File: src/rtl/geo2ecef_pkg.sv
// Shared types, constants and the arctangent table for the geodetic to ECEF unit.
`default_nettype none
package geo2ecef_pkg;

	localparam int TRIG_ITERATIONS_DEF = 24;
	localparam int SQRT_STEPS = 32;
	localparam int DIV_STEPS = 62;
	localparam int MUL_LAT = 4;

	localparam logic [31:0] SEMI_MAJOR_RESET = 32'd1632803072;
	localparam logic [31:0] AXIS_RATIO_RESET = 32'd4266215146;

	// Register select by word address bit.
	localparam logic REG_SEMI_MAJOR = 1'b0;
	localparam logic REG_AXIS_RATIO = 1'b1;

	localparam logic signed [33:0] GAIN_Q30 = 34'sd652032874;
	localparam logic signed [36:0] PI_Q32 = 37'sd13493037704;
	localparam logic signed [36:0] HALF_PI_Q32 = 37'sd6746518852;
	localparam logic [61:0] N_LIMIT = 62'h2000_0000_0000_0000;

	typedef struct packed {
		logic signed [33:0] x;
		logic signed [33:0] y;
		logic signed [36:0] z;
	} rot_t;

	typedef struct packed {
		logic [63:0] rad;
		logic [35:0] rem;
		logic [31:0] root;
	} sq_t;

	typedef struct packed {
		logic [61:0] num;
		logic [31:0] rem;
		logic [31:0] den;
	} dv_t;

	typedef struct packed {
		logic signed [31:0] h;
		logic nlat;
		logic nlon;
		logic signed [33:0] cl;
		logic signed [33:0] sl;
		logic signed [33:0] co;
		logic signed [33:0] so;
	} side_t;

	typedef logic [31:0] atan_tab_t [32];

	// Entry i is atan(2^-i) in units of 2^-32 rad, from the Taylor series at 2^-60.
	function automatic atan_tab_t build_atan();
		atan_tab_t t;
		logic [63:0] p;
		logic [63:0] sum;
		logic [63:0] term;
		t[0] = 32'd3373259426;
		for (int i = 1; i < 32; i++) begin
			p = 64'd1 << (60 - i);
			sum = '0;
			for (int n = 0; n < 32; n++) begin
				if (p != 64'd0) begin
					term = p / 64'(2 * n + 1);
					if (n[0]) begin
						sum = sum - term;
					end else begin
						sum = sum + term;
					end
					p = p >> (2 * i);
				end
			end
			t[i] = 32'((sum + (64'd1 << 27)) >> 28);
		end
		return t;
	endfunction

	localparam atan_tab_t ATAN_TAB = build_atan();

endpackage
`default_nettype wire

File: src/rtl/geo2ecef_cordic_cell.sv
// One rotation step of the sine/cosine CORDIC chain.
`default_nettype none
module geo2ecef_cordic_cell #(
	parameter int STAGE = 0
) (
	input  wire                 clk,
	input  wire                 en,
	input  geo2ecef_pkg::rot_t  rin,
	output geo2ecef_pkg::rot_t  rout
);

	logic signed [33:0] x;
	logic signed [33:0] y;
	logic signed [36:0] z;
	logic signed [33:0] dx;
	logic signed [33:0] dy;
	logic signed [36:0] da;

	always_comb begin
		x = rin.x;
		y = rin.y;
		z = rin.z;
		dx = y >>> STAGE;
		dy = x >>> STAGE;
		da = $signed({5'b0, geo2ecef_pkg::ATAN_TAB[STAGE]});
	end

	// A residual of exactly zero rotates the positive way.
	always_ff @(posedge clk) begin
		if (en) begin
			if (!z[36]) begin
				rout.x <= x - dx;
				rout.y <= y + dy;
				rout.z <= z - da;
			end else begin
				rout.x <= x + dx;
				rout.y <= y - dy;
				rout.z <= z + da;
			end
		end
	end

endmodule
`default_nettype wire

File: config.mk
export PLATFORM = sky130hd
export DESIGN_NAME = geo2ecef_cordic_cell
export DESIGN_NICKNAME = d
export VERILOG_FILES = /design/src/rtl/geo2ecef_pkg.sv /design/src/rtl/geo2ecef_cordic_cell.sv
export SDC_FILE = /design/constraint.sdc
export NUM_CORES = 1
export LEC_CHECK = 0
export ABC_CLOCK_PERIOD_IN_PS = 5900
export BUFFER_PORTS_ARGS = -buffer_cell sky130_fd_sc_hd__buf_4
export CAP_MARGIN = 5
export CELL_PAD_IN_SITES_DETAIL_PLACEMENT = 2
export CELL_PAD_IN_SITES_GLOBAL_PLACEMENT = 2
export CORE_ASPECT_RATIO = 1.2
export CORE_MARGIN = 3
export CORE_UTILIZATION = 34
export CTS_BUF_LIST = sky130_fd_sc_hd__clkbuf_2 sky130_fd_sc_hd__clkbuf_4 sky130_fd_sc_hd__clkbuf_8
export DETAILED_ROUTE_END_ITERATION = 10
export GPL_TIMING_DRIVEN = 0
export PLACE_DENSITY = 0.85
export SLEW_MARGIN = 20
export SYNTH_ARGS = -nofsm -noshare
export SYNTH_HDL_FRONTEND = slang
export SYNTH_SLANG_ARGS = --single-unit
export TNS_END_PERCENT = 30
File: constraint.sdc
create_clock -name clk -period 5.9 [get_ports clk]
set_input_delay 1.18 -clock clk [delete_from_list [all_inputs] [get_ports clk]]
set_output_delay 1.18 -clock clk [all_outputs]
set_load 0.01 [all_outputs]
==> results.yml <==
clock_network:
  clkTransAtPathRegs_ps: 110
  hold_buffers: 0
  cts_tree: "yes"
  cts_sinks: 104
  cts_resized: 0
  htreeDepth: 3
  clock_path_buffers: 2
  cts_setup_buffers: 0
  cts_buffers: 9
  root_buffer: "clkbuf_8"
sta:
  worst_slew_pin_slew_ps: 1080
  finalSetupViolCount: 0
  fin_crit_ps: 5270
  fmax_mhz: 190
  period_share_pct: 89.3
  rsz0062_at_grt: "false"
  relSlewSlack_pct: 28.0
  maxSlewViolCount: 0
  hold_violations: 0
layout:
  finalNetCount: 1740
  diodes: 0
  fillers: 3499
  multi_input_area_um2: 6990
  seq_area_um2: 3120
  drive_gt1_share_pct: 17.3
  largest_reg_flops: 104
  regMostFlops: "rout"
  area_delta_synth_final_pct: 21.3
  stdcell_count: 1897
  top_regs: "rout (104)"
yosys:
  synth_top_flop_cell: "edfxtp_1"
  synthArstFlopShare_pct: 0
  syn_inst: 1273
  seq_area_frac_synth_pct: 29.0
  synth_nets: 1517
  synthXorXnorAreaFrac_pct: 7.65
  yosys.area_share.simple_pct: 14.7
  synth_seq_cells: 104
  synth_top_family_by_area: "compound AO/OA/AOI/OAI gates"
  synth_top_area_share_pct: 29.0
  syn_area_um2: 10800
  synth_area_leader_cell: "edfxtp_1"
  synth_compound_area_share_pct: 25.0
  ys_top_cells_by_area: "edfxtp_1 (29%), ha_1 (15%), a21oi_1 (6.9%)"
  yosys_warnings: 0
  synth_fa_ha_area_share_pct: 16.2
  synthDistinctLibCells: 72
  syn_area_per_cell_um2: 8.45
  synth_edf_count: 104
  synth_mux_area_share_pct: 1.41
global_routing:
  grtUsageTotal_pct: 26.1
  grt_pass1_vias: 12100
  grt_max_degree: 105
  grt_pass1_wl_um: 69700
  antenna_found_initial: 0
  grt_remaining_overflow: 0
place:
  post-dp-hpwl_um: 36600
  dp_cells: 1881
  gp_congestion: 0.907
  io_buffers: 211
floorplan:
  fp.dieArea_um2: 33800
  rows: 70
  start_util_pct: 34.9
  die-height_um: 201
  core_area_um2: 30800
  dieWidth_um: 168
  pin_count: 212
worst_hold_path:
  min_path_type: "primary input to flop"
  hold_depth: 1
  hp-start: "rin[0]"
  min_to: "rout[0]"
worst_setup_path:
  crit_chain: "buf_4 > inv_1 > clkbuf_1 > buf_2 > buf_12 > ha_1 > a211oi_1 > nor2_1 > o21ai_1 > o21ai_1 > a31oi_1 > nand2b_1 > o21ai_1 > o41ai_1 > xnor2_1"
  crit_top_cell: "o21ai_1"
  cpPeakStageDelay_ps: 600
  slowest_stage: "clkbuf_1"
  critPathArrivalTime_ps: 5430
  critPathMaxFanout: 23
  path_class: "primary input to flop"
  crit_buf_inv: 5
  critPathCaptureType: "flop"
  crit_required_ps: 6060
  cp_top_family: "compound AO/OA/AOI/OAI gates"
  startpoint_type: "primary input"
power:
  p_leak_nw: 5.64
  p_total_mw: 2.85
  pwr_density_cell_nw_per_um2: 218
  ir_drop_mv: 0.0956
job:
  drv_cap: 0
route:
  post-route-drc-count: 0
  first_pass_iters: 5
  wl_per_cell_um: 23.7
  drt_iter0_markers: 738
  wirelength_um: 45000
  viasPerCell: 5.77
  ant_nets: 0
  vias: 10900
status:
  status: "finished, final reports clean"
==> final cells by class <==
type / count / share of cell area (%)
buffer: 54 / 1.74
multi-input combinational: 1003 / 53.5
sequential: 104 / 23.9
clock inverter: 6 / 0.451
clock buffer: 10 / 1.01
inverter: 112 / 3.22
tap: 396 / 3.80
timing repair buffer: 212 / 12.3
==> through the flow <==
step	setup WS, ps	setup TNS [ps]	util, %	hold slack (ps)	instance area, um^2
detailed placement	258	0	41.7	1360	12900
floorplan	1350	0	-	1280	10800
global route	335	0	42.3	933	13100
CTS	708	0	42.3	930	13100
finish	631	0	42.3	945	13100
global placement	-730	-5810	41.6	1360	12800
==> metal layers <==
layer / routed length [um] / vias to the layer above / GRT usage [%]
met4: 1930 / 0 / 10.9
met2: 23300 / 340 / 48.0
met5: 0 / - / 0
met3: 1900 / 103 / 3.43
met1: 17900 / 5435 / 30.1
li1: - / 5071 / -
==> cell usage after synthesis, drive strengths merged (25+ instances only) <==
cell / count
a21oi: 150
ha: 133
nor2: 112
inv: 110
edfxtp: 104
o21ai: 90
xnor2: 80
nand2: 65
nand3: 32
clkbuf: 31
nor3: 26
o21bai: 26
a21o: 25
==> placed cells by master (no fill, tap or decap), drive strengths merged, types with 15 or more instances in the layout <==
cell	count
buf	235
a21oi	150
ha	133
nor2	112
inv	111
edfxtp	104
o21ai	90
xnor2	80
nand2	65
clkbuf	41
nand3	32
nor3	26
o21bai	26
a21o	25
nand4	23
a211oi	18
nand2b	18
o31ai	17
o211ai	16
o21a	15
==> cell families after synthesis <==
| group | Yosys count |
|---|---|
| compound gates | 425 |
| fa+ha+maj | 137 |
| mux | 15 |
| xor+xnor | 94 |
| simple gates | 332 |
| flops | 104 |
| buf+inv | 166 |
==> report_power, final <==
| group | internal (mW) | switching, mW | total [mW] |
|---|---|---|---|
| sequential | 0.983 | 0.0434 | 1.03 |
| combinational | 0.527 | 0.796 | 1.32 |
| clock | 0.200 | 0.296 | 0.496 |
| total | 1.71 | 1.14 | 2.85 |
==> how the worst max path moves through the flow <==
| stage | depth (start not counted) | to | from |
|---|---|---|---|
| after global routing | 15 | rout[36] | rin[36] |
| final | 15 | rout[34] | rin[36] |
| after floorplan | 13 | rout[34] | rin[36] |
| after global placement | 14 | rout[34] | rin[36] |
| after detailed placement | 15 | rout[34] | rin[36] |
| after CTS | 15 | rout[36] | rin[36] |
Note: power is estimated with default switching activity, not from simulation.
