### src/rtl/geo2ecef_pkg.sv
// Shared types, constants and the arctangent table for the geodetic to ECEF unit.
`default_nettype none
package geo2ecef_pkg;

	localparam int TRIG_ITERATIONS_DEF = 24;
	localparam int SQRT_STEPS = 32;
	localparam int DIV_STEPS = 62;
	localparam int MUL_LAT = 4;

	localparam logic [31:0] SEMI_MAJOR_RESET = 32'd1632803072;
	localparam logic [31:0] AXIS_RATIO_RESET = 32'd4266215146;

	// Register select by word address bit.
	localparam logic REG_SEMI_MAJOR = 1'b0;
	localparam logic REG_AXIS_RATIO = 1'b1;

	localparam logic signed [33:0] GAIN_Q30 = 34'sd652032874;
	localparam logic signed [36:0] PI_Q32 = 37'sd13493037704;
	localparam logic signed [36:0] HALF_PI_Q32 = 37'sd6746518852;
	localparam logic [61:0] N_LIMIT = 62'h2000_0000_0000_0000;

	typedef struct packed {
		logic signed [33:0] x;
		logic signed [33:0] y;
		logic signed [36:0] z;
	} rot_t;

	typedef struct packed {
		logic [63:0] rad;
		logic [35:0] rem;
		logic [31:0] root;
	} sq_t;

	typedef struct packed {
		logic [61:0] num;
		logic [31:0] rem;
		logic [31:0] den;
	} dv_t;

	typedef struct packed {
		logic signed [31:0] h;
		logic nlat;
		logic nlon;
		logic signed [33:0] cl;
		logic signed [33:0] sl;
		logic signed [33:0] co;
		logic signed [33:0] so;
	} side_t;

	typedef logic [31:0] atan_tab_t [32];

	// Entry i is atan(2^-i) in units of 2^-32 rad, from the Taylor series at 2^-60.
	function automatic atan_tab_t build_atan();
		atan_tab_t t;
		logic [63:0] p;
		logic [63:0] sum;
		logic [63:0] term;
		t[0] = 32'd3373259426;
		for (int i = 1; i < 32; i++) begin
			p = 64'd1 << (60 - i);
			sum = '0;
			for (int n = 0; n < 32; n++) begin
				if (p != 64'd0) begin
					term = p / 64'(2 * n + 1);
					if (n[0]) begin
						sum = sum - term;
					end else begin
						sum = sum + term;
					end
					p = p >> (2 * i);
				end
			end
			t[i] = 32'((sum + (64'd1 << 27)) >> 28);
		end
		return t;
	endfunction

	localparam atan_tab_t ATAN_TAB = build_atan();

endpackage
`default_nettype wire

### src/rtl/geo2ecef_div_cell.sv
// One quotient bit of the pipelined restoring divider.
`default_nettype none
module geo2ecef_div_cell (
	input  wire               clk,
	input  wire               en,
	input  geo2ecef_pkg::dv_t din,
	output geo2ecef_pkg::dv_t dout
);

	logic [32:0] rem_n;
	logic [32:0] diff;
	logic        ge;

	always_comb begin
		rem_n = {din.rem, din.num[61]};
		diff = rem_n - {1'b0, din.den};
		ge = rem_n >= {1'b0, din.den};
	end

	// Quotient bits shift in where dividend bits shift out.
	always_ff @(posedge clk) begin
		if (en) begin
			dout.num <= {din.num[60:0], ge};
			dout.rem <= ge ? diff[31:0] : rem_n[31:0];
			dout.den <= din.den;
		end
	end

endmodule
`default_nettype wire

### config.mk
export PLATFORM = sky130hd
export DESIGN_NAME = geo2ecef_div_cell
export DESIGN_NICKNAME = d
export VERILOG_FILES = /design/src/rtl/geo2ecef_pkg.sv /design/src/rtl/geo2ecef_div_cell.sv
export SDC_FILE = /design/constraint.sdc
export NUM_CORES = 1
export LEC_CHECK = 0
export ABC_AREA = 1
export BUFFER_PORTS_ARGS = -buffer_cell sky130_fd_sc_hd__buf_4
export CELL_PAD_IN_SITES_DETAIL_PLACEMENT = 0
export CELL_PAD_IN_SITES_GLOBAL_PLACEMENT = 1
export CORE_MARGIN = 4
export CORE_UTILIZATION = 37
export CTS_CLUSTER_SIZE = 10
export DETAILED_ROUTE_END_ITERATION = 12
export PLACE_DENSITY_LB_ADDON = 0.1
export SETUP_SLACK_MARGIN = 0.4
export SYNTH_ARGS = -nofsm -noshare
export SYNTH_HDL_FRONTEND = slang
export SYNTH_SLANG_ARGS = --single-unit
### constraint.sdc
create_clock -name clk -period 2.5 [get_ports clk]
set_input_delay 0.5 -clock clk [delete_from_list [all_inputs] [get_ports clk]]
set_output_delay 0.5 -clock clk [all_outputs]
set_load 0.03 [all_outputs]
==> results summary <==
The cell count after synthesis came out at slightly below 800. The commonest non-fill, non-tap cell in the layout is sky130_fd_sc_hd__buf_4. STA puts the critical path data required time at ~2.7 ns. The die footprint is around 0.021 sq mm. The endpoint arrival time on the critical path is roughly 2.2 ns. The number of buffers on the longest clock path came out at 2. The congestion estimate from routability-driven global placement came to 0.902. Of the post-synthesis cell area, the part taken by muxes is 0.

The total inserted antenna cells came out at 0. The first-pass GRT wire length is about 34 mm. The largest net degree at the start of global routing is a little over 40. The first-iteration detailed-routing DRC count is 258. The standard cell core area is 0.0183 sq mm. The finished layout cell area is around 0.011 sq mm.

The top achievable clock speed is just under 500 MHz. The minimum hold slack is 0.253 ns. The layout net count came out at ~1,300. The number of buffers inserted by port buffering is ~250.

The nature of the critical path endpoint is a flop. Of all nets on the critical path, the largest fanout is 6. The number of register bits inferred by synthesis is 126.

For the finished layout, the period the worst path requires is 2.03 ns. Setup repair after global routing left no endpoint under its margin. dout holds more flip-flops than any other register. The register with the most flip-flops in the layout has 126 of them.

The remaining antenna violation count is 0. The static leakage came out at ~5.2 nW. The total grt overflow came out at 0. The final cell count without fillers came out at 1,336. The distinct cell type count after synthesis is 29.

~250 I/O pins were placed. The total of endpoints with negative setup slack in the final report came out at 0. After synthesis, the largest family of logic cells by area is simple AND/OR/NAND/NOR gates. The XOR/XNOR share of the synthesized area came out at 0.0176. The number of antenna violations at the first check in global routing came to 0. The final layout contains routed wiring with a total length of roughly 22 mm. The mean post-synth cell area came out at between 8 and 9 sq um. CTS built an H-tree with a depth of 4. Across every metal layer, demand over resource in global routing totals 0.201. The post-synthesis adder-cell area fraction is 0.0602.

The synthesized-area fraction occupied by and/or/nand/nor cells came out at 0.269. Counting every net in the synthesized netlist gives 939. The number of design rule violations left after detail routing came out at 0. The placed instances occupy a cell area of roughly 0.0095 sq mm. After floorplanning, the core was divided into 49 placement rows. The number of placed instances, taps included, is ~1,300. By startpoint and endpoint, the worst setup path is classified as in2reg. The initial core utilization came out at 0.382. The worst slew margin relative to its limit is 0.730.

The floorplan step set the die width to about 150 um. The share of cells above drive strength 1 is 0.383. The worst IR drop on VDD is around 0.46 mV. The total number of clock tree sinks is ~130. The via count normalized by instance count is between 4 and 5. The final setup TNS is 0 ns. STA classifies the critical path startpoint as an input port. Dividing the detail-routed wire length by the instance count gives approximately 16 um. Of the available clock period, the critical path in the final layout requires 0.810. The layout overhead on the synthesized area came out at 52.5%. The first detailed-routing pass took 5 iterations.

The number of endpoints with negative hold slack in the final report came out at 0. In the final layout, the registers with the most flip-flops are dout x126. During synthesis, Yosys emitted a total of 0 warnings.

The post-synthesis instance area is roughly 0.0070 sq mm. The clock transition time at the flip-flop clock pins of the worst setup and hold paths came out at around 0.06 ns. Measured on the finished design, the core utilization comes to 0.583.

From bottom edge to top edge, the die measures 145 um. The final total power is approximately 7.3 mW. The total power density per cell area is 685 mW/mm^2. The number of max-cap violations came out at 0. The max-slew violation count came out at 0. The pin slew with the least headroom to its limit is 0.406 ns.

The clock root buffer master is sky130_fd_sc_hd__clkbuf_16. The worst setup slack after placement came out at -0.100 ns. The via count of the first global-routing pass is 6,139.

The part of the Yosys area used for sequential elements came out at 0.542. The routed layout has slightly above 6,000 vias. The flow ran to the end, and the final reports show no timing, DRC or antenna violations. The worst min-delay path category is in2reg. TritonCTS built the clock tree.

Buffers inserted during clock tree synthesis total 17. After legalization and detailed placement, the total HPWL measured roughly 17 mm. The library cells used most frequently in the layout, excluding fill and tap cells, are 296 x sky130_fd_sc_hd__buf_4, 261 x sky130_fd_sc_hd__nand2_1, 148 x sky130_fd_sc_hd__inv_1. The post-synthesis compound-gate area fraction came to 0.0176. Once routing completed, OpenROAD measured the worst setup slack at between 0.4 and 0.5 ns.
==> worst max-delay path: stages <==
cell                        delay, ns
sky130_fd_sc_hd__buf_4           0.12
sky130_fd_sc_hd__inv_1           0.09
sky130_fd_sc_hd__ha_4            0.22
sky130_fd_sc_hd__nand2_1         0.13
sky130_fd_sc_hd__nor2_4          0.07
sky130_fd_sc_hd__nand2_1         0.12
sky130_fd_sc_hd__nor2_4          0.05
sky130_fd_sc_hd__nand2_1         0.06
sky130_fd_sc_hd__nand3_1         0.10
sky130_fd_sc_hd__nor2_4          0.29
sky130_fd_sc_hd__nand2_8         0.14
sky130_fd_sc_hd__clkbuf_16       0.18
sky130_fd_sc_hd__nand2_1         0.06
sky130_fd_sc_hd__nand2_1         0.05
==> metal layers <==
layer  GRT usage  vias up  wire length, um
met5           0        -                0
met4      0.0522        0              240
met3      0.0508       18             1270
met2       0.338      185            10500
met1       0.262     2737             9620
li1            -     3112                -
==> area by class of cell <==
cell class | count | area (sq um)
Inverter | 152 | 571
Timing Repair Buffer | 307 | 2430
Tap cell | 229 | 287
Multi-Input combinational cell | 491 | 2940
Clock inverter | 14 | 205
Clock buffer | 17 | 425
Sequential cell | 126 | 3780
Fill cell | 1700 | 7630
==> cell usage after synthesis <==
| cell | number | share of area |
|---|---|---|
| sky130_fd_sc_hd__buf_2 | 7 | 0.0050 |
| sky130_fd_sc_hd__nand2_4 | 1 | 0.0016 |
| sky130_fd_sc_hd__inv_1 | 149 | 0.080 |
| sky130_fd_sc_hd__xnor2_1 | 1 | 0.0013 |
| sky130_fd_sc_hd__nor2_2 | 5 | 0.0045 |
| sky130_fd_sc_hd__buf_8 | 1 | 0.0022 |
| sky130_fd_sc_hd__nand3_2 | 16 | 0.023 |
| sky130_fd_sc_hd__or2_1 | 1 | 0.00090 |
| sky130_fd_sc_hd__edfxtp_1 | 126 | 0.54 |
| sky130_fd_sc_hd__nor2_1 | 34 | 0.018 |
| sky130_fd_sc_hd__buf_12 | 1 | 0.0029 |
| sky130_fd_sc_hd__nand2_8 | 1 | 0.0029 |
| sky130_fd_sc_hd__inv_2 | 3 | 0.0016 |
| sky130_fd_sc_hd__nand2_2 | 4 | 0.0036 |
| sky130_fd_sc_hd__nor3_1 | 6 | 0.0043 |
| sky130_fd_sc_hd__buf_6 | 1 | 0.0016 |
| sky130_fd_sc_hd__ha_1 | 32 | 0.057 |
| sky130_fd_sc_hd__nand4_1 | 2 | 0.0018 |
| sky130_fd_sc_hd__nand2_1 | 276 | 0.15 |
| sky130_fd_sc_hd__nand3_1 | 52 | 0.037 |
| sky130_fd_sc_hd__fa_1 | 1 | 0.0029 |
| sky130_fd_sc_hd__nor3_2 | 2 | 0.0029 |
| sky130_fd_sc_hd__xor2_1 | 13 | 0.016 |
| sky130_fd_sc_hd__and2_1 | 8 | 0.0072 |
| sky130_fd_sc_hd__a21oi_1 | 21 | 0.015 |
| sky130_fd_sc_hd__nand3b_1 | 10 | 0.011 |
| sky130_fd_sc_hd__o21bai_1 | 1 | 0.0011 |
| sky130_fd_sc_hd__o21ai_0 | 2 | 0.0014 |
| sky130_fd_sc_hd__nor2_4 | 1 | 0.0016 |
==> cell families (layout without fill, tap and decap cells) <==
group           count (synthesis)  count (layout)
xor+xnor                       14              14
fa+ha+maj                      33              33
simple gates                  419             420
compound gates                 24              24
buf+inv                       162             490
flops                         126             126
==> worst paths after layout <==
check	startpoint	to	slack, ns	cells past startpoint
worst min-delay path	din[94]	dout[95]	0.25	1
worst max-delay path	din[15]	dout[43]	0.47	14
==> report_power, final <==
group,internal (mW),switching [mW],total [mW],leakage [nW]
logic,0.809,1.15,1.96,3.70
clock network,1.69,1.00,2.69,0.302
registers,2.58,0.0617,2.64,1.23
total,5.07,2.22,7.29,5.23
==> repair_timing <==
item / 4_1_cts / 5_1_grt
setup buffers: 0 / 9
hold buffers: 0 / 0
endpoints found under the setup margin: 4 / 31
cloned: 0 / 2
pin swaps: 0 / 5
resized for setup: 2 / 58
Power figures use the tool's default switching activity.
