**src/rtl/geo2ecef_pkg.sv**
```systemverilog
// Shared types, constants and the arctangent table for the geodetic to ECEF unit.
`default_nettype none
package geo2ecef_pkg;

	localparam int TRIG_ITERATIONS_DEF = 24;
	localparam int SQRT_STEPS = 32;
	localparam int DIV_STEPS = 62;
	localparam int MUL_LAT = 4;

	localparam logic [31:0] SEMI_MAJOR_RESET = 32'd1632803072;
	localparam logic [31:0] AXIS_RATIO_RESET = 32'd4266215146;

	// Register select by word address bit.
	localparam logic REG_SEMI_MAJOR = 1'b0;
	localparam logic REG_AXIS_RATIO = 1'b1;

	localparam logic signed [33:0] GAIN_Q30 = 34'sd652032874;
	localparam logic signed [36:0] PI_Q32 = 37'sd13493037704;
	localparam logic signed [36:0] HALF_PI_Q32 = 37'sd6746518852;
	localparam logic [61:0] N_LIMIT = 62'h2000_0000_0000_0000;

	typedef struct packed {
		logic signed [33:0] x;
		logic signed [33:0] y;
		logic signed [36:0] z;
	} rot_t;

	typedef struct packed {
		logic [63:0] rad;
		logic [35:0] rem;
		logic [31:0] root;
	} sq_t;

	typedef struct packed {
		logic [61:0] num;
		logic [31:0] rem;
		logic [31:0] den;
	} dv_t;

	typedef struct packed {
		logic signed [31:0] h;
		logic nlat;
		logic nlon;
		logic signed [33:0] cl;
		logic signed [33:0] sl;
		logic signed [33:0] co;
		logic signed [33:0] so;
	} side_t;

	typedef logic [31:0] atan_tab_t [32];

	// Entry i is atan(2^-i) in units of 2^-32 rad, from the Taylor series at 2^-60.
	function automatic atan_tab_t build_atan();
		atan_tab_t t;
		logic [63:0] p;
		logic [63:0] sum;
		logic [63:0] term;
		t[0] = 32'd3373259426;
		for (int i = 1; i < 32; i++) begin
			p = 64'd1 << (60 - i);
			sum = '0;
			for (int n = 0; n < 32; n++) begin
				if (p != 64'd0) begin
					term = p / 64'(2 * n + 1);
					if (n[0]) begin
						sum = sum - term;
					end else begin
						sum = sum + term;
					end
					p = p >> (2 * i);
				end
			end
			t[i] = 32'((sum + (64'd1 << 27)) >> 28);
		end
		return t;
	endfunction

	localparam atan_tab_t ATAN_TAB = build_atan();

endpackage
`default_nettype wire

```
**src/rtl/geo2ecef_sqrt_cell.sv**
```systemverilog
// One result bit of the pipelined integer square root.
`default_nettype none
module geo2ecef_sqrt_cell (
	input  wire               clk,
	input  wire               en,
	input  geo2ecef_pkg::sq_t din,
	output geo2ecef_pkg::sq_t dout
);

	logic [35:0] rem_n;
	logic [35:0] trial;
	logic        ge;

	always_comb begin
		rem_n = {din.rem[33:0], din.rad[63:62]};
		trial = {2'b00, din.root, 2'b01};
		ge = rem_n >= trial;
	end

	always_ff @(posedge clk) begin
		if (en) begin
			dout.rad <= {din.rad[61:0], 2'b00};
			dout.rem <= ge ? rem_n - trial : rem_n;
			dout.root <= {din.root[30:0], ge};
		end
	end

endmodule
`default_nettype wire

```
**config.mk**
```make
export PLATFORM = sky130hd
export DESIGN_NAME = geo2ecef_sqrt_cell
export DESIGN_NICKNAME = d
export VERILOG_FILES = /design/src/rtl/geo2ecef_pkg.sv /design/src/rtl/geo2ecef_sqrt_cell.sv
export SDC_FILE = /design/constraint.sdc
export NUM_CORES = 1
export LEC_CHECK = 0
export ABC_CLOCK_PERIOD_IN_PS = 4300
export BUFFER_PORTS_ARGS = -buffer_cell sky130_fd_sc_hd__buf_2
export CAP_MARGIN = 40
export CORE_MARGIN = 3
export CORE_UTILIZATION = 45
export DETAILED_ROUTE_END_ITERATION = 10
export PLACE_DENSITY = 0.75
export SLEW_MARGIN = 0
export SYNTH_ARGS = -nofsm -noshare
export SYNTH_HDL_FRONTEND = slang
export SYNTH_SLANG_ARGS = --single-unit
export TNS_END_PERCENT = 100
```
**constraint.sdc**
```tcl
create_clock -name clk -period 4.3 [get_ports clk]
set_input_delay 0.43 -clock clk [delete_from_list [all_inputs] [get_ports clk]]
set_output_delay 0.43 -clock clk [all_outputs]
set_load 0.01 [all_outputs]
```
==> reports/metrics.yaml, run 1 <==
logic_synthesis:
  synthDominantAreaCellType: "edfxtp_1"
  yosysMostFrequentCell: "edfxtp_1"
  yosysSeqAreaShare_pct: 59.78
  syn_inst: 527
  synth_ff_type: "edfxtp_1"
  synth-edff-count: 130
  postSynth.asyncResetShare_pct: 0
  syn_area_per_cell_sq_um: 12.39
  synth.area.top_cells: "edfxtp_1, ha_1, a21oi_1, xnor2_1, inv_1"
  synthesis.area_sq_um: 6530
  yosysUniqueCellTypes: 60
  ys_top_cells_by_count: "edfxtp_1, a21oi_1, inv_1"
  synth_top_area_share_pct: 59.78
  ys_ff_latch: 130
  ys_warn_count: 0
final_layout:
  largest_reg_flops: 130
  area_growth_pct: 31.16
  largest_registers: "dout (130)"
  fin_nets: 955
  top_register: "dout"
  drive_gt1_share_pct: 40.50
  n_antenna_cell: 0
critical_path:
  cp_data_required_time_ns: 4.47
  path_buf_inv: 3
  path_delay_family: "simple AND/OR/NAND/NOR gates"
  criticalPathCategory: "in2reg"
  cp_slowest_cell: "ha_1"
  critPathMaxFanout: 29
  critPathMaxStageDelay_ns: 0.46
  arrival_ns: 3.21
  worstSetupStartpointType: "input pin"
  worstSetupEndpointType: "flip-flop"
  path_cells: "buf_2 > inv_1 > ha_1 > nand4_1 > nor4_2 > and3_1 > a21bo_1 > and2_4 > a21oi_4 > buf_12 > mux2_2"
place:
  globalplace.congestion: 0.8701
  preCtsSetupSlack_ns: 0.8114
  portBuffers: 261
  dp_hpwl_um: 13720
routing:
  drt_iter0_drc: 271
  m1WireLength_um: 6829
  drc_errors: 0
  wl_um: 17690
  wl_met2_um: 9312
  highest_layer: "met4"
  route.met3.wl_um: 1292
  drt-wirelength-per-cell_um: 18.06
  viasPerCell: 5.219
  vias: 5115
  antenna_left: 0
  firstDrtPassIters: 5
grt:
  grt_pass1_wl_um: 26920
  grt_antenna_before_repair: 0
  grt_max_degree: 102
  grt_pass1_vias: 5142
  overflow: 0
  grt_usage_pct: 21.64
die:
  ios: 266
  rows: 43
  die_height_um: 126.5
  dieArea_sq_um: 15990
  initial_core_util_pct: 46.50
  core_area_sq_um: 14040
  fp.dieW_um: 126.5
sta:
  whs_ns: 0.1887
  min_period_ns: 3.048
  relSlewSlack_pct: 38.23
  slew_violations: 0
  min_period_over_period_pct: 70.88
  finalHoldViolCount: 0
  rsz0062_at_grt: "no"
  tns_ns: 0
  setup_viol: 0
  fmax_mhz: 328.1
  worstMarginPinSlew_ns: 0.9266
  setup_slack_ns: 1.252
pwr:
  p_leak_nw: 3.760
  vdd_drop_max_uv: 249.6
  pwr_density_cell_nw_per_um2: 440.4
clocking:
  htreeDepth: 4
  clock_sinks: 130
  cts_setup_buffers: 0
  cts-resized-gates: 0
  cts_buffers: 17
  clock-root-buffer: "clkbuf_16"
  clk_path_buf_depth: 2
  ctsHoldBuffers: 0
  cts_tree: "built"
  clk_pin_slew_ns: 0.06
run_status:
  status: "finished clean"
hold_path:
  hold_class: "in2reg"
job:
  drv_cap: 0
## stage by stage
step	total power, W	utilization (%)	instance area [sq um]	std cells
final	0.003771	60.99	8564	980
after global routing	0.003936	60.99	8564	980
after CTS	0.003805	60.99	8564	980
after detailed placement	0.002343	56.73	7966	948
after global placement	0.002328	56.73	7966	948
after floorplan	0.002040	-	6534	528
## placed cells by master (no fill, tap or decap), types with 12 or more instances in the layout
master     instances
edfxtp_1         130
a21oi_2           12
xnor2_1           18
inv_1             40
nand2_1           31
ha_1              34
buf_2            260
a21oi_1           47
clkbuf_16         17
nor2_1            35
o21ai_0           23
xor2_1            15
## area by class of cell
| type | count | area (sq um) |
|---|---|---|
| clock buffer | 17 | 425.4 |
| clock inverter | 15 | 172.7 |
| fill | 1151 | 5478 |
| inverter | 40 | 150.1 |
| multi-input combinational | 333 | 2332 |
| sequential | 130 | 3904 |
| tap | 180 | 225.2 |
| timing repair buffer | 265 | 1355 |
## cell families after synthesis
| kind of cell | after synthesis | share of synthesized area [%] |
|---|---|---|
| buf+inv | 65 | 4.560 |
| flops | 130 | 59.78 |
| mux | 12 | 2.069 |
| fa+ha+maj | 34 | 6.515 |
| other cells | 1 | 0.05743 |
| compound gates | 128 | 12.99 |
| simple gates | 124 | 9.600 |
| xor+xnor | 33 | 4.426 |
## power by group
part	leakage, nW	total (W)	switching (W)	internal, W
Sequential	1.27	0.00159	0.0000330	0.00156
Combinational	2.20	0.000724	0.000419	0.000305
Clock	0.284	0.00146	0.000585	0.000871
Total	3.76	0.00377	0.00104	0.00273
## routing by layer
| metal | GRT usage, % | vias up |
|---|---|---|
| li1 | - | 2466 |
| met1 | 25.28 | 2413 |
| met3 | 5.432 | 24 |
| met2 | 39.26 | 212 |
| met4 | 6.372 | 0 |
| met5 | 0 | - |
## final timing paths
| kind | from | to | cells past startpoint | slack (ns) |
|---|---|---|---|---|
| worst min-delay path | din[69] | dout[71]$_DFFE_PP_ | 1 | 0.19 |
| worst max-delay path | din[24] | dout[46]$_DFFE_PP_ | 11 | 1.25 |
Power figures use the tool's default switching activity.
==> inputs of run 2 (changes only) <==
ABC_CLOCK_PERIOD_IN_PS = 2700   (was 4300)
CORE_UTILIZATION = 44   (was 45)
PLACE_DENSITY = 0.77   (was 0.75)
clock period = 2.7 ns   (was 4.3 ns; I/O delays follow)
==> run 2 against run 1 <==
Die area grew 2.2%. Largest cell class unchanged. Via count increased by 6.4%. Cell count is 7.4% higher. Global-route usage up 1.2 points.
==> reports/metrics.yaml, run 2 (synthesized netlist as in run 1, its figures left out) <==
place:
  preCtsSetupSlack_ns: -0.1644
  globalplace.congestion: 0.8511
  dp_hpwl_um: 14920
  portBuffers: 261
  place_inst: 1018
routing:
  drt-wirelength-per-cell_um: 18.02
  wl_um: 18970
  firstDrtPassIters: 5
  vias: 5444
  viasPerCell: 5.170
  drt_iter0_drc: 424
  antenna_left: 0
  drc_errors: 0
die:
  ios: 266
  dieArea_sq_um: 16340
  core_area_sq_um: 14200
  rows: 43
  fp.dieW_um: 127.8
  initial_core_util_pct: 45.97
  die_height_um: 127.8
critical_path:
  arrival_ns: 2.62
  worstSetupEndpointType: "flip-flop"
  cp_slowest_cell: "ha_1"
  path_cells: "buf_2 > inv_1 > ha_1 > buf_4 > a21oi_1 > nand2_1 > a221oi_1 > nand3_1 > a21oi_2 > o21ba_2 > xnor2_1 > mux2_1"
  path_delay_family: "compound AO/OA/AOI/OAI gates"
  worstSetupStartpointType: "input pin"
  critPathMaxStageDelay_ns: 0.34
  path_buf_inv: 3
  critPathMaxFanout: 8
  criticalPathCategory: "in2reg"
  cp_data_required_time_ns: 2.88
pwr:
  switching_power_w: 0.001744
  p_seq_share_pct: 42.0
  p_comb_share_pct: 21.6
  p_leak_nw: 4.100
  vdd_drop_max_uv: 389.0
  pwr_density_cell_nw_per_um2: 663.7
  clkPwrFrac_pct: 36.5
  switching_share_pct: 28.89
  p_int_w: 0.004292
sta:
  min_period_over_period_pct: 90.44
  rsz0062_at_grt: "no"
  slew_violations: 0
  fmax_mhz: 409.5
  setup_slack_ns: 0.2581
  worstMarginPinSlew_ns: 0.5531
  min_period_ns: 2.442
  whs_ns: 0.01172
  finalHoldViolCount: 0
  setup_viol: 0
  relSlewSlack_pct: 63.13
final_layout:
  largest_reg_flops: 130
  largest_registers: "dout (130)"
  fillers: 1095
  top_register: "dout"
  post_layout_nonfiller_instances: 1053
  fin_nets: 1027
  drive_gt1_share_pct: 45.30
  final_common_cell: "buf_2"
  area_growth_pct: 39.28
  final_cell_mix: "buf_2, edfxtp_1, buf_4"
clocking:
  cts_buffers: 17
  cts-resized-gates: 0
  htreeDepth: 4
  clk_pin_slew_ns: 0.07
  clk_path_buf_depth: 2
  clock_sinks: 130
  cts_tree: "built"
  clock-root-buffer: "clkbuf_16"
run_status:
  status: "finished clean"
grt:
  grt_pass1_wl_um: 28230
  grt_usage_pct: 22.84
  grt_max_degree: 57
  grt_antenna_before_repair: 0
  overflow: 0
  grt_pass1_vias: 5390
hold_path:
  hold_class: "in2reg"
job:
  drv_cap: 0
## run 2: final timing paths
path,from,endpoint,slack [ns],depth (start not counted)
worst max-delay path,din[14],dout[62]$_DFFE_PP_,0.26,12
worst min-delay path,din[127],dout[129]$_DFFE_PP_,0.01,1
## run 2: repair_timing
item                      4_1_cts  5_1_grt
hold endpoints to repair        1        1
hold buffers                    1        1
setup buffers                   0        0
## run 2: metrics by stage
step	power (W)	area (sq um)	TNS (ns)	util [%]
5_1_grt	0.006293	9092	0	64.02
3_3_place_gp	0.003837	8504	-0.6613	59.87
6_report	0.006036	9095	0	64.03
3_5_place_dp	0.003866	8504	-0.9139	59.87
2_1_floorplan	0.003249	6534	0	-
4_1_cts	0.006083	9082	0	63.94
## run 2: per-layer routing
metal	up-vias	part of all wire (%)	GRT usage (%)
li1	2616	-	-
met1	2551	36	24.85
met2	243	53	41.50
met3	34	8.2	6.417
met4	0	2.9	9.613
met5	-	0	0
## run 2: area by class of cell
class	instances	area, sq um	share of cell area [%]
tap	180	225.2	2.476
clock inverter	15	142.6	1.568
timing repair buffer	337	1913	21.03
antenna	1	2.502	0.02751
sequential	130	3904	42.92
clock buffer	17	425.4	4.677
inverter	40	150.1	1.651
multi-input combinational	333	2332	25.64
## run 2: power by group through the flow
stage	Clock [W]	Sequential (W)	Combinational [W]
after global routing	0.00232	0.00255	0.00142
after global placement	0	0.00256	0.00127
after floorplan	0	0.00269	0.000555
final	0.00220	0.00253	0.00130
after CTS	0.00224	0.00253	0.00131
after detailed placement	0	0.00257	0.00129
==> inputs of run 3 (changes only) <==
ABC_CLOCK_PERIOD_IN_PS = 2300   (was 2700)
CORE_UTILIZATION = 45   (was 44)
PLACE_DENSITY = 0.75   (was 0.77)
clock period = 2.3 ns   (was 2.7 ns; I/O delays follow)
==> run 3 against run 2 <==
Design area up 20%. Sequential power is 19% higher. Cell count increased by 14%. Routed wire length rose by 22%. Largest cell class unchanged. Critical endpoint is now dout[46]$_DFFE_PP_.
==> reports/metrics.yaml, run 3 (synthesized netlist as in run 1, its figures left out) <==
run_status:
  status: "finished clean"
critical_path:
  worstSetupEndpointType: "flip-flop"
  critPathMaxStageDelay_ns: 0.35
  arrival_ns: 2.45
  critPathMaxFanout: 6
  cp_data_required_time_ns: 2.47
  cp_slowest_cell: "ha_2"
  path_cells: "buf_2 > inv_1 > ha_2 > buf_4 > o21a_1 > o311a_4 > o21ai_2 > a21bo_1 > and2_4 > a21oi_4 > buf_12 > buf_8 > mux2_4"
  path_buf_inv: 5
  worstSetupStartpointType: "input pin"
  cp.depth: 13
  criticalPathCategory: "in2reg"
  path_delay_family: "compound AO/OA/AOI/OAI gates"
die:
  core_area_sq_um: 14040
  rows: 43
  ios: 266
  fp.dieW_um: 126.5
  die_height_um: 126.5
  initial_core_util_pct: 46.50
  dieArea_sq_um: 15990
place:
  dp_hpwl_um: 14850
  preCtsSetupSlack_ns: -0.4834
  globalplace.congestion: 0.9032
  post_dp_cell_area_sq_um: 9075
  portBuffers: 261
  place_inst: 1065
routing:
  drc_errors: 0
  drt-wirelength-per-cell_um: 19.33
  wl_um: 23140
  antenna_left: 0
  viasPerCell: 5.160
  vias: 6177
  firstDrtPassIters: 5
  drt_iter0_drc: 551
sta:
  setup_slack_ns: 0.01538
  setup_viol: 0
  min_period_ns: 2.285
  min_period_over_period_pct: 99.33
  finalHoldViolCount: 0
  fmax_mhz: 437.7
  slew_violations: 0
pwr:
  p_leak_nw: 4.851
  p_comb_share_pct: 25.9
  pwr_density_cell_nw_per_um2: 705.0
  clkPwrFrac_pct: 35.2
  p_int_w: 0.005533
  switching_power_w: 0.002183
  power.total_w: 0.007716
  switching_share_pct: 28.29
  p_seq_share_pct: 38.8
  vdd_drop_max_uv: 489.4
hold_path:
  hold_path_end: "dout[4]$_DFFE_PP_"
  hold_path.startpoint: "din[3]"
  worstHoldPathCells: 1
  hold_class: "in2reg"
clocking:
  cts_tree: "built"
  clock-root-buffer: "clkbuf_16"
  htreeDepth: 4
  clk_path_buf_depth: 2
  cts_buffers: 17
  clk_pin_slew_ns: 0.06
  clock_sinks: 130
final_layout:
  final_cell_mix: "buf_2, buf_4, edfxtp_1"
  fin_nets: 1172
  largest_registers: "dout (130)"
  largest_reg_flops: 130
  fillers: 853
  drive_gt1_share_pct: 51.48
  top_register: "dout"
  area_growth_pct: 67.60
  post_layout_nonfiller_instances: 1197
  final_common_cell: "buf_2"
  final_area_sq_um: 10940
grt:
  grt_max_degree: 80
  grt_antenna_before_repair: 1
  grt_pass1_wl_um: 33840
  grt_pass1_vias: 6325
  overflow: 0
  grt_usage_pct: 27.23
job:
  drv_cap: 0
## run 3: per-stage QoR
step / util, % / TNS [ns] / hold WS (ns)
after floorplan: - / -1.799 / 0.3289
after global placement: 64.63 / -12.15 / 0.4068
after detailed placement: 64.63 / -13.86 / 0.4084
after CTS: 75.21 / 0 / 0.0007946
after global routing: 77.92 / -0.2531 / 0.008667
final: 77.94 / 0 / 0.009311
## run 3: routing by layer
| metal | up-vias | wire [um] | track usage (%) |
|---|---|---|---|
| met5 | - | 7 | 0 |
| met3 | 43 | 1839 | 7.495 |
| li1 | 2899 | - | - |
| met2 | 295 | 12080 | 49.32 |
| met4 | 2 | 544 | 8.013 |
| met1 | 2938 | 8665 | 31.44 |
## run 3: worst max-delay path by stage
stage / slack (ns) / from / to
global placement: -0.45 / din[11] / dout[62]$_DFFE_PP_
CTS: 0.01 / din[22] / dout[62]$_DFFE_PP_
detailed placement: -0.48 / din[0] / dout[62]$_DFFE_PP_
floorplan: -0.14 / din[23] / dout[36]$_DFFE_PP_
finish: 0.02 / din[2] / dout[46]$_DFFE_PP_
global route: -0.03 / din[55] / dout[47]$_DFFE_PP_
## run 3: area by class of cell
class	instances	area (sq um)	area share (%)
flip-flops and latches	130	3904	35.67
repair buffers	482	3293	30.09
multi-input cells	333	2761	25.23
clock buffers	17	425.4	3.887
well taps	180	225.2	2.058
inverters	40	177.7	1.623
clock inverters	14	155.1	1.418
diodes	1	2.502	0.02287
## run 3: what timing repair did
| action | 4_1_cts | 5_1_grt |
|---|---|---|
| buffers inserted | 1 | 12 |
| hold buffers | 82 | 4 |
| cloned | 1 | 0 |
| endpoints found under the hold margin | 82 | 4 |
| gates resized for setup | 7 | 57 |
| endpoints found under the setup margin | 9 | 32 |
| pin swaps | 5 | 22 |
## run 3: power groups by stage
stage	Sequential [W]	Clock (W)	Combinational (W)
final	0.00300	0.00272	0.00200
after detailed placement	0.00302	0	0.00170
after global placement	0.00302	0	0.00167
after CTS	0.00298	0.00273	0.00186
after floorplan	0.00316	0	0.000757
after global routing	0.00301	0.00285	0.00214
